--- config.mk ---
export PLATFORM = sky130hd
export DESIGN_NAME = block_ring_transfer_manager
export DESIGN_NICKNAME = d
export VERILOG_FILES = /design/src/hdl/brtm_pkg.sv /design/src/hdl/block_ring_transfer_manager.sv
export SDC_FILE = /design/constraint.sdc
export NUM_CORES = 1
export LEC_CHECK = 0
export ABC_AREA = 0
export ABC_CLOCK_PERIOD_IN_PS = 9200
export BUFFER_PORTS_ARGS = -buffer_cell sky130_fd_sc_hd__buf_2
export CAP_MARGIN = 0
export CORE_AREA = 2 2 165 167
export CTS_BUF_LIST = sky130_fd_sc_hd__clkbuf_8 sky130_fd_sc_hd__clkbuf_16
export CTS_CLUSTER_SIZE = 25
export DETAILED_ROUTE_END_ITERATION = 10
export DIE_AREA = 0 0 167 169
export GPL_TIMING_DRIVEN = 0
export PLACE_DENSITY = 0.86
export SLEW_MARGIN = 15
export SYNTH_ARGS = -nofsm -noshare
export SYNTH_HDL_FRONTEND = slang
export SYNTH_SLANG_ARGS = --single-unit
export TNS_END_PERCENT = 10
--- constraint.sdc ---
create_clock -name i_clk -period 9.2 [get_ports i_clk]
set_input_delay 1.38 -clock i_clk [delete_from_list [all_inputs] [get_ports i_clk]]
set_output_delay 1.38 -clock i_clk [all_outputs]
set_load 0.1 [all_outputs]
--- src/hdl/brtm_pkg.sv ---
// shared constants, command codes and types for the block ring transfer manager
`default_nettype none

package brtm_pkg;

    localparam logic [7:0] RING_BLOCKS = 8'd16;
    localparam logic [7:0] MAX_BURST   = 8'd4;
    localparam logic [7:0] BURST_CAP   = (MAX_BURST > 8'd127) ? 8'd127 : MAX_BURST;
    localparam logic [7:0] RING_MASK   = RING_BLOCKS - 8'd1;

    localparam logic [2:0] CMD_RESET   = 3'd0;
    localparam logic [2:0] CMD_START   = 3'd1;
    localparam logic [2:0] CMD_DONE    = 3'd2;
    localparam logic [2:0] CMD_TAKE    = 3'd3;
    localparam logic [2:0] CMD_RELEASE = 3'd4;
    localparam logic [2:0] CMD_QUERY   = 3'd5;

    typedef struct packed {
        logic       valid;
        logic [6:0] slot;
        logic [6:0] count;
    } t_launch;

endpackage

`default_nettype wire

--- src/hdl/block_ring_transfer_manager.sv ---
// top level of the block ring transfer manager: command decode and counter update
`default_nettype none

// One command beat is accepted per clock cycle while the output side is not
// stalled. A beat is held in an input register, evaluated against the fill,
// take, release and remaining counters in a single pass, and its result is
// registered into the output register once the output side can take it, so
// a new beat can be accepted as the previous beat's result moves out. That
// single counter update path advances the ring state once per beat. The card
// addressing mode register may only be written while no beat is pending.
module block_ring_transfer_manager
    import brtm_pkg::*;
(
    input  wire logic        i_clk,
    input  wire logic        i_rst_n,
    input  wire logic        i_cfg_we,
    input  wire logic        i_cfg_data,
    input  wire logic        i_in_valid,
    output logic             o_in_ready,
    input  wire logic [2:0]  i_command,
    input  wire logic [31:0] i_start_block,
    input  wire logic [31:0] i_block_count,
    output logic             o_out_valid,
    input  wire logic        i_out_ready,
    output logic             o_issue_valid,
    output logic [6:0]       o_issue_slot,
    output logic [6:0]       o_issue_count,
    output logic             o_read_command_valid,
    output logic             o_multi_block,
    output logic [31:0]      o_card_address,
    output logic [7:0]       o_available_blocks,
    output logic [6:0]       o_take_slot,
    output logic             o_error
);

    function automatic t_launch f_launch(input logic [31:0] rem, input logic [7:0] fill,
                                         input logic [7:0] rel);
        logic [7:0] n;
        logic [7:0] used;
        logic [7:0] free;
        logic [7:0] idx;
        logic [7:0] lim;
        t_launch    l;
        l    = '0;
        n    = (rem > {24'd0, BURST_CAP}) ? BURST_CAP : rem[7:0];
        used = fill - rel;
        free = RING_BLOCKS - used;
        idx  = fill & RING_MASK;
        lim  = RING_BLOCKS - idx;
        if (n > free) n = free;
        if (n > lim) n = lim;
        if (rem != 32'd0 && used < RING_BLOCKS) begin
            l.valid = 1'b1;
            l.slot  = idx[6:0];
            l.count = n[6:0];
        end
        return l;
    endfunction

    // filled blocks from the take point up to the ring end
    function automatic logic [7:0] f_avail(input logic [7:0] take, input logic [7:0] fill);
        logic [7:0] e;
        logic [7:0] m;
        e = (take + RING_BLOCKS) & ~RING_MASK;
        m = ((e - fill) <= RING_BLOCKS) ? fill : e;
        return m - take;
    endfunction

    logic        r_hc;
    logic        r_in_valid;
    logic [2:0]  r_cmd;
    logic [31:0] r_start;
    logic [31:0] r_count;

    logic [31:0] r_rem,   n_rem;
    logic [7:0]  r_fill,  n_fill;
    logic [7:0]  r_take,  n_take;
    logic [7:0]  r_rel,   n_rel;
    logic [7:0]  r_burst, n_burst;

    logic        r_out_valid;
    logic        r_issue_valid, n_issue_valid;
    logic [6:0]  r_issue_slot,  n_issue_slot;
    logic [6:0]  r_issue_count, n_issue_count;
    logic        r_read_valid,  n_read_valid;
    logic        r_multi,       n_multi;
    logic [31:0] r_addr,        n_addr;
    logic [7:0]  r_avail,       n_avail;
    logic [6:0]  r_take_slot,   n_take_slot;
    logic        r_error,       n_error;

    logic        w_move;
    logic [7:0]  w_held;
    logic [7:0]  w_rel_n;
    t_launch     w_launch;

    assign w_move     = r_in_valid && (!r_out_valid || i_out_ready);
    assign o_in_ready = !r_in_valid || w_move;

    always_comb begin
        n_rem         = r_rem;
        n_fill        = r_fill;
        n_take        = r_take;
        n_rel         = r_rel;
        n_burst       = r_burst;
        n_read_valid  = 1'b0;
        n_multi       = 1'b0;
        n_addr        = 32'd0;
        n_take_slot   = 7'd0;
        n_error       = 1'b0;
        w_launch      = '0;
        w_held        = r_take - r_rel;
        w_rel_n       = (r_count > {24'd0, w_held}) ? w_held : r_count[7:0];
        unique case (r_cmd)
            CMD_RESET: begin
                n_rem   = 32'd0;
                n_fill  = 8'd0;
                n_take  = 8'd0;
                n_rel   = 8'd0;
                n_burst = 8'd0;
            end
            CMD_START: begin
                if (r_count != 32'd0 && r_burst == 8'd0) begin
                    n_rem        = r_count;
                    w_launch     = f_launch(r_count, r_fill, r_rel);
                    n_read_valid = 1'b1;
                    n_multi      = (r_count != 32'd1);
                    n_addr       = r_hc ? r_start : {r_start[22:0], 9'd0};
                end
            end
            CMD_DONE: begin
                if (r_burst == 8'd0) begin
                    n_error = 1'b1;
                end else begin
                    n_fill   = r_fill + r_burst;
                    n_rem    = ({24'd0, r_burst} <= r_rem) ? r_rem - {24'd0, r_burst} : 32'd0;
                    n_burst  = 8'd0;
                    w_launch = f_launch(n_rem, n_fill, r_rel);
                end
            end
            CMD_TAKE: begin
                if (r_count > {24'd0, f_avail(r_take, r_fill)}) begin
                    n_error = 1'b1;
                end else begin
                    n_take_slot = r_take[6:0] & RING_MASK[6:0];
                    n_take      = r_take + r_count[7:0];
                end
            end
            CMD_RELEASE: begin
                n_rel = r_rel + w_rel_n;
                // ring was full and stalled: restart the engine
                if ((r_fill - r_rel) == RING_BLOCKS && r_burst == 8'd0) begin
                    w_launch = f_launch(r_rem, r_fill, n_rel);
                end
            end
            default: begin
            end
        endcase
        if (w_launch.valid) begin
            n_burst = {1'b0, w_launch.count};
        end
        n_issue_valid = w_launch.valid;
        n_issue_slot  = w_launch.slot;
        n_issue_count = w_launch.count;
        n_avail       = f_avail(n_take, n_fill);
    end

    always_ff @(posedge i_clk) begin
        if (!i_rst_n) begin
            r_hc        <= 1'b0;
            r_in_valid  <= 1'b0;
            r_out_valid <= 1'b0;
            r_rem       <= 32'd0;
            r_fill      <= 8'd0;
            r_take      <= 8'd0;
            r_rel       <= 8'd0;
            r_burst     <= 8'd0;
        end else begin
            if (i_cfg_we) begin
                r_hc <= i_cfg_data;
            end
            if (o_in_ready) begin
                r_in_valid <= i_in_valid;
            end
            if (w_move) begin
                r_out_valid <= 1'b1;
            end else if (i_out_ready) begin
                r_out_valid <= 1'b0;
            end
            if (w_move) begin
                r_rem   <= n_rem;
                r_fill  <= n_fill;
                r_take  <= n_take;
                r_rel   <= n_rel;
                r_burst <= n_burst;
            end
        end
    end

    always_ff @(posedge i_clk) begin
        if (o_in_ready && i_in_valid) begin
            r_cmd   <= i_command;
            r_start <= i_start_block;
            r_count <= i_block_count;
        end
        if (w_move) begin
            r_issue_valid <= n_issue_valid;
            r_issue_slot  <= n_issue_slot;
            r_issue_count <= n_issue_count;
            r_read_valid  <= n_read_valid;
            r_multi       <= n_multi;
            r_addr        <= n_addr;
            r_avail       <= n_avail;
            r_take_slot   <= n_take_slot;
            r_error       <= n_error;
        end
    end

    assign o_out_valid          = r_out_valid;
    assign o_issue_valid        = r_issue_valid;
    assign o_issue_slot         = r_issue_slot;
    assign o_issue_count        = r_issue_count;
    assign o_read_command_valid = r_read_valid;
    assign o_multi_block        = r_multi;
    assign o_card_address       = r_addr;
    assign o_available_blocks   = r_avail;
    assign o_take_slot          = r_take_slot;
    assign o_error              = r_error;

    a_ring_not_overfilled: assert property (@(posedge i_clk) disable iff (!i_rst_n)
        (r_fill - r_rel) <= RING_BLOCKS)
        else $error("ring holds more blocks than it has slots");

    a_burst_bounded: assert property (@(posedge i_clk) disable iff (!i_rst_n)
        r_burst <= BURST_CAP)
        else $error("burst in flight exceeds the burst cap");

    a_issue_nonempty: assert property (@(posedge i_clk) disable iff (!i_rst_n)
        (r_out_valid && r_issue_valid) |-> (r_issue_count != 7'd0 && !r_error))
        else $error("launched burst is empty or flagged as error");

    a_reset_cmd_clears: assert property (@(posedge i_clk) disable iff (!i_rst_n)
        (w_move && r_cmd == CMD_RESET) |=> (r_fill == 8'd0 && r_take == 8'd0
                                            && r_burst == 8'd0 && r_avail == 8'd0))
        else $error("reset command did not clear the ring state");

endmodule

`default_nettype wire

* Yosys cells after proc, flatten, opt, wreduce, memory -nomap -nowiden
Cells that the tools add are included.
Widths: inputs -> output; s select.
** Storage, ports and cells
- Bits in latches :: 0
- Memories kept :: 0
- Output and inout bits :: 67
- Register bits after elaboration :: 199
- Bits in read-only memories :: 0
- Logic and storage cells :: 138
- Input port bits :: 73
- RAM bits :: 0
** Cells by class
- Equality and inequality tests :: 9
- Divide/modulo/power cells :: 0
- Reductions and logical operators :: 26
- Add/subtract/negate cells :: 19
- Multipliers :: 0
- Shift operators :: 0
- Bitwise logic cells :: 1
- Multiplexer cells :: 44
- Magnitude comparators :: 17
** Operators with widths (count)
- $mux 8 :: 19
- $mux 32 :: 4
- $gt 32x3->1 const B :: 3
- $pmux 32 s3 :: 1
- $reduce_bool 32->1 :: 3
- $mux 15 :: 6
- $gt 32x8->1 :: 2
- $pmux 8 s2 :: 4
- $sub 8x8->8 :: 8
- $gt 8x8->1 :: 6
- $pmux 15 s3 :: 1
- $le 8x32->1 :: 1
- $ne 32x1->1 const B :: 1
- $sub 32x8->32 :: 1
- $add 8x8->8 :: 3
- $lt 8x5->1 const B :: 3
- $sub 5x8->8 const A :: 3
- $mux 7 :: 3
- $add 8x5->8 const B :: 2
- $le 8x5->1 const B :: 2
- $sub 5x4->6 const A :: 2
- $eq 8x5->1 const B :: 1
- $logic_not 8->1 :: 1
- $logic_and 1x1->1 :: 7
- other kinds (17) :: 29

* Logic depth before layout (Yosys ltp)
- Depth after elaboration :: 17
- Depth in mapped cells :: 55
- Mapped depth without buffers :: 52

* Least setup slack after synthesis
Ideal clock, no wire load.
- Kind :: register -> register
- Start :: register r_rel[1]
- End :: register r_issue_count[2] (netlist: o_issue_count[2]) (data pin)
- Cell stages (with the launch flop) :: 51
- Setup time :: 0.262 ns
- Data required time :: 8.938 ns
- Path slack :: -0.256 ns
- Period minus slack after synthesis :: 9.456 ns
- Data arrival time :: 9.194 ns
- Buffers on the path :: 3
- Path through :: dfxtp_1 inv_1 ha_1 nor2b_1 o21a_1 a311oi_1 a21oi_1 xnor2_1 ha_1 nand4_1 o21ai_0 o311a_1 clkbuf_1 nor2_1 a21oi_1 ha_1 inv_1 fa_1 [... 15 more ...] nor2_1 a22o_1 or2_2 clkbuf_1 nand2_1 o21ai_0 ha_1 nor2b_1 o21ai_0 nand2b_1 a211oi_1 nor2_1 nor4_1 a31o_1 nor4bb_1 nor3b_1 a211oi_1 nand2_1
** RTL lines
- from (decl) :: RTL line block_ring_transfer_manager.sv:78 : logic [7:0] r_rel, n_rel;
- from (signal assigned) :: RTL line block_ring_transfer_manager.sv:194 : r_rel <= n_rel;
- to (signal assigned) :: RTL line block_ring_transfer_manager.sv:209 : r_issue_count <= n_issue_count;
- to (decl) :: RTL line block_ring_transfer_manager.sv:84 : logic [6:0] r_issue_count, n_issue_count;

==> impl_summary.txt <==
----------------------------------------------------
[Worst setup path]
  Arrival time reported for the critical path endpoint ... 9800 ps
  Crit Reg-Reg Startpoint ... r_rel[1]$_SDFFE_PN0P_
  Slowest cell delay on critical path ... approximately 400 ps
  Maximum fanout along the worst path ... 7
  Data required time of the critical path ... roughly 9500 ps
  Element type at the critical path end ... flip-flop
  Number of gates on the worst path with buffers counted ... 42
  Critical path class ... reg2reg
  Critical Path Start Type ... flip-flop
  Capturing point of the worst reg2reg path ... r_burst[0]$_SDFFE_PN0P_
  Start point of the critical path ... r_rel[1]$_SDFFE_PN0P_
  Top Family by Delay on Critical Path ... compound AO/OA/AOI/OAI gates
  Destination of the critical timing path ... r_burst[0]$_SDFFE_PN0P_
  Worst r2r path cells ... between 40 and 50
  CP Buf/Inv Count ... 6
  Worst path slowest cell ... sky130_fd_sc_hd__o311a_4
  Setup slack on the worst flop-to-flop path ... -260 ps
  Cell repeated most along the worst path ... sky130_fd_sc_hd__ha_1

[Die]
  Die footprint ... 28,200 um2
  Number of placement rows ... 60
  Effective utilization at floorplan ... 54.4%
  Core box area ... between 20,000 and 30,000 um2
  Number of top-level design ports ... 140
  Die height ... roughly 170 um
  DIE WIDTH ... around 170 um

[Timing]
  Share of the clock period used by the worst path after layout ... 103%
  Final Max Tran Viols ... 0
  Fmax achieved ... ~110 MHz
  Worst slew margin ... 39.9%
  Tightest hold margin ... between 500 and 600 ps
  Endpoints failing hold ... 0
  Setup repair after global routing missed its margin ... yes
  Final setup viols ... 9
  Period minus WS final ... between 9000 and 10,000 ps
  Slew at the pin with the worst max-slew slack ... 895 ps
  Post-route clock skew ... 24.2 ps
  Fin worst setup slack ... -259 ps

[Clock tree]
  Clk_lat worst skew ... about 460 ps
  Cts-stage hold buffer count ... 0
  Worst-case clock buffer depth ... 2
  Clock Sink Count ... approximately 190
  Clock slew seen by the registers of the worst setup and hold paths ... 90 ps
  Root buffer selected by CTS ... sky130_fd_sc_hd__clkbuf_16
  Clock tree from TritonCTS ... done
  Clock buffer count from CTS ... 17
  Number of H-tree branching levels ... 4

[GRT]
  Number of global-route vias before repair ... about 13,000
  Antenna violations before repair ... 3
  Largest net degree at the start of global routing ... between 60 and 70
  Total global-route track usage ... between 20 and 30%
  Remaining global-route overflow ... 0
  Global-route wire length before repair ... between 60,000 and 70,000 um

[Route]
  Iteration count of the initial detailed-routing pass ... 6
  Number of nets with antenna violations after detailed routing ... 0
  Via density per instance ... ~6.2
  Post-Route WL ... between 40,000 and 50,000 um
  Initial DRC count ... approximately 1,300
  Routed len/inst ... slightly above 20 um
  Number of vias in the routed layout ... roughly 13,000
  Post-route DRC violation count ... 0

[Logic synthesis]
  Number of register bits inferred by synthesis ... roughly 190
  Warning count from the yosys run ... 0
  Top post-synthesis cells by area ... sky130_fd_sc_hd__edfxtp_1 26%, sky130_fd_sc_hd__ha_1 12%, sky130_fd_sc_hd__dfxtp_1 9.2%
  Mapped Area ... about 14,000 um2
  Syn_area_per_cell ... slightly above 9 um2
  Post-synth cell types ... 90
  Share of flip-flops with an asynchronous set or reset after synthesis ... 0%
  Sequential share of the synthesized area ... 35.4%
  Number of instances in the synthesized netlist ... 1,564
  Area fraction of the dominant cell type after synthesis ... between 20% and 30%
  Number of enable-type register cells in the synthesized netlist ... ~130
  Main flop type after synthesis ... sky130_fd_sc_hd__edfxtp_1
  Library cell occupying the most area in the post-synthesis netlist ... sky130_fd_sc_hd__edfxtp_1

[Cells and area]
  Syn-to-layout area delta ... 16.8%
  Share of final-layout standard cells stronger than drive strength 1 ... 16.4%
  Non-Filler Instances ... about 2,100
  Count of nets after finishing ... between 1,500 and 2,000
  Final-layout fill cell count ... ~2,100
  Utilization after layout ... 63.6%

[Power]
  Power share of the sequential group ... 29.1%
  Leakage power ... around 7.1 nW
  Clock group share of total power ... between 20% and 30%
  IR drop worst, VDD ... about 0.00023 V
  Fraction of power spent switching nets ... between 40 and 50%
  Sw power ... 1.42 mW
  Share of power burned in combinational logic ... 46.6%
  Cell-internal power ... between 2 and 2.5 mW
  Power density relative to cell area ... slightly above 200 nW/um2

[Status]
  Outcome ... complete, but fails checks
  Violated checks ... negative setup slack

[Placed design]
  # placed instances ... 2,061
  Input/output buffers ... 132
  Placer congestion estimate ... 0.971
  Detailed Place HPWL ... between 30,000 and 40,000 um

[Worst hold path]
  Path type of the worst min-delay path ... reg2reg

[Flow run]
  Max Cap Violations ... 0

----------------------------------------------------
## worst min-delay path: cells and delay by family, from the launching register on
family           cells  cell delay [ps]
flip-flops           1              340
AND/OR/NAND/NOR      2              150
## power groups by stage
stage	logic, mW	registers, mW	clock network, mW
finish	1.60	0.995	0.832
global route	1.73	0.998	0.859
CTS	1.51	0.994	0.834
detailed placement	1.35	1.01	0
global placement	1.31	1.02	0
floorplan	0.959	1.12	0
## cells in the mapped netlist (all sizes together) (36+ instances only)
master    n
a21oi    92
clkbuf   50
dfxtp    66
edfxtp  126
ha      139
inv      99
mux2i    41
nand2    98
nand3    36
nor2    134
nor3     52
o21ai    69
xnor2    54
xor2     45
## through the flow
| stage | cell area, um2 | TNS (ps) | worst slack, ps | total power, mW |
|---|---|---|---|---|
| floorplan | 14500 | 0 | 4.77 | 2.08 |
| global route | 16800 | -5680 | -606 | 3.59 |
| detailed placement | 15700 | -25660 | -1840 | 2.36 |
| CTS | 16700 | 0 | 10.9 | 3.34 |
| finish | 16800 | -1310 | -259 | 3.42 |
| global placement | 15600 | -21560 | -1540 | 2.32 |
## metal layers
layer / track usage (%) / vias to the layer above / share of wire (%)
met5: 0 / - / 0.035
met4: 17.5 / 2 / 6.0
met3: 5.63 / 171 / 8.5
met2: 49.0 / 697 / 47
met1: 36.0 / 6229 / 39
li1: - / 6157 / -
## worst min-delay path by stage
stage	to	cells past startpoint	startpoint	slack, ps
floorplan	r_rem[24]$_SDFFE_PN0P_	2	r_rem[24]$_SDFFE_PN0P_	480
global placement	o_out_valid$_SDFFE_PN0P_	1	r_in_valid$_SDFFE_PN0N_	510
detailed placement	r_rem[28]$_SDFFE_PN0P_	2	r_rem[28]$_SDFFE_PN0P_	510
CTS	r_rem[28]$_SDFFE_PN0P_	2	r_rem[28]$_SDFFE_PN0P_	530
global route	r_burst[5]$_SDFFE_PN0P_	1	r_burst[5]$_SDFFE_PN0P_	560
finish	r_rem[2]$_SDFFE_PN0P_	2	r_rem[2]$_SDFFE_PN0P_	540
## logic make-up (layout without fill, tap and decap cells)
kind of cell | count (synthesis) | after routing | share of synthesized area [%]
buf+inv | 160 | 354 | 4.38
xor+xnor | 100 | 100 | 6.17
other cells | 1 | 24 | 0.0260
simple gates | 535 | 535 | 19.3
flops | 192 | 192 | 35.4
mux | 47 | 47 | 3.31
compound gates | 380 | 380 | 18.0
fa+ha+maj | 149 | 149 | 13.4
## cell usage in the layout (no fill, tap or decap), types with 14 or more instances in the layout
cell type	n
sky130_fd_sc_hd__nor3_1	46
sky130_fd_sc_hd__xor2_1	43
sky130_fd_sc_hd__ha_1	135
sky130_fd_sc_hd__a22oi_1	15
sky130_fd_sc_hd__clkbuf_16	17
sky130_fd_sc_hd__o211a_1	14
sky130_fd_sc_hd__clkbuf_1	45
sky130_fd_sc_hd__o21a_1	26
sky130_fd_sc_hd__a21oi_1	86
sky130_fd_sc_hd__buf_2	134
sky130_fd_sc_hd__nor3b_1	17
sky130_fd_sc_hd__nor4_1	23
sky130_fd_sc_hd__nand3_1	34
sky130_fd_sc_hd__nor2b_1	31
sky130_fd_sc_hd__nand2_1	97
sky130_fd_sc_hd__xnor2_1	54
sky130_fd_sc_hd__a221oi_1	14
sky130_fd_sc_hd__mux2i_1	39
sky130_fd_sc_hd__nor2_1	127
sky130_fd_sc_hd__dfxtp_1	58
sky130_fd_sc_hd__a21o_1	24
sky130_fd_sc_hd__inv_1	92
sky130_fd_sc_hd__and3_1	23
sky130_fd_sc_hd__conb_1	23
sky130_fd_sc_hd__nand2b_1	18
sky130_fd_sc_hd__buf_4	35
sky130_fd_sc_hd__edfxtp_1	126
sky130_fd_sc_hd__or3_1	14
sky130_fd_sc_hd__o21ai_0	55
sky130_fd_sc_hd__and2_1	31
sky130_fd_sc_hd__nand4_1	19
## state kept, by name, summed over array words and instances (netlist names), 3 cells and up
| register | cells |
|---|---|
| r_take | 8 |
| o_issue_count | 7 |
| r_cmd | 3 |
| r_fill | 8 |
| o_available_blocks | 8 |
| r_rel | 8 |
| r_rem | 32 |
| o_issue_slot | 4 |
| o_take_slot | 4 |
| r_burst | 7 |
| o_card_address | 32 |
| r_count | 32 |
| r_start | 32 |
## timing repair
item	CTS	global route
hold endpoints to repair	0	0
endpoints found under the setup margin	18	17
pin swaps	35	24
setup buffers	26	4
resized for setup	62	28
## final cells by class
type	count	area, um2	share of cell area, %
inverters	100	380	2.26
clock buffers	17	425	2.53
diodes	1	2.50	0.0149
repair buffers	164	937	5.56
clock inverters	15	229	1.36
flip-flops and latches	192	5130	30.4
plain buffers	58	279	1.66
multi-input cells	1234	9030	53.6
well taps	341	427	2.53
No activity file was read; power rests on OpenSTA's default activity.
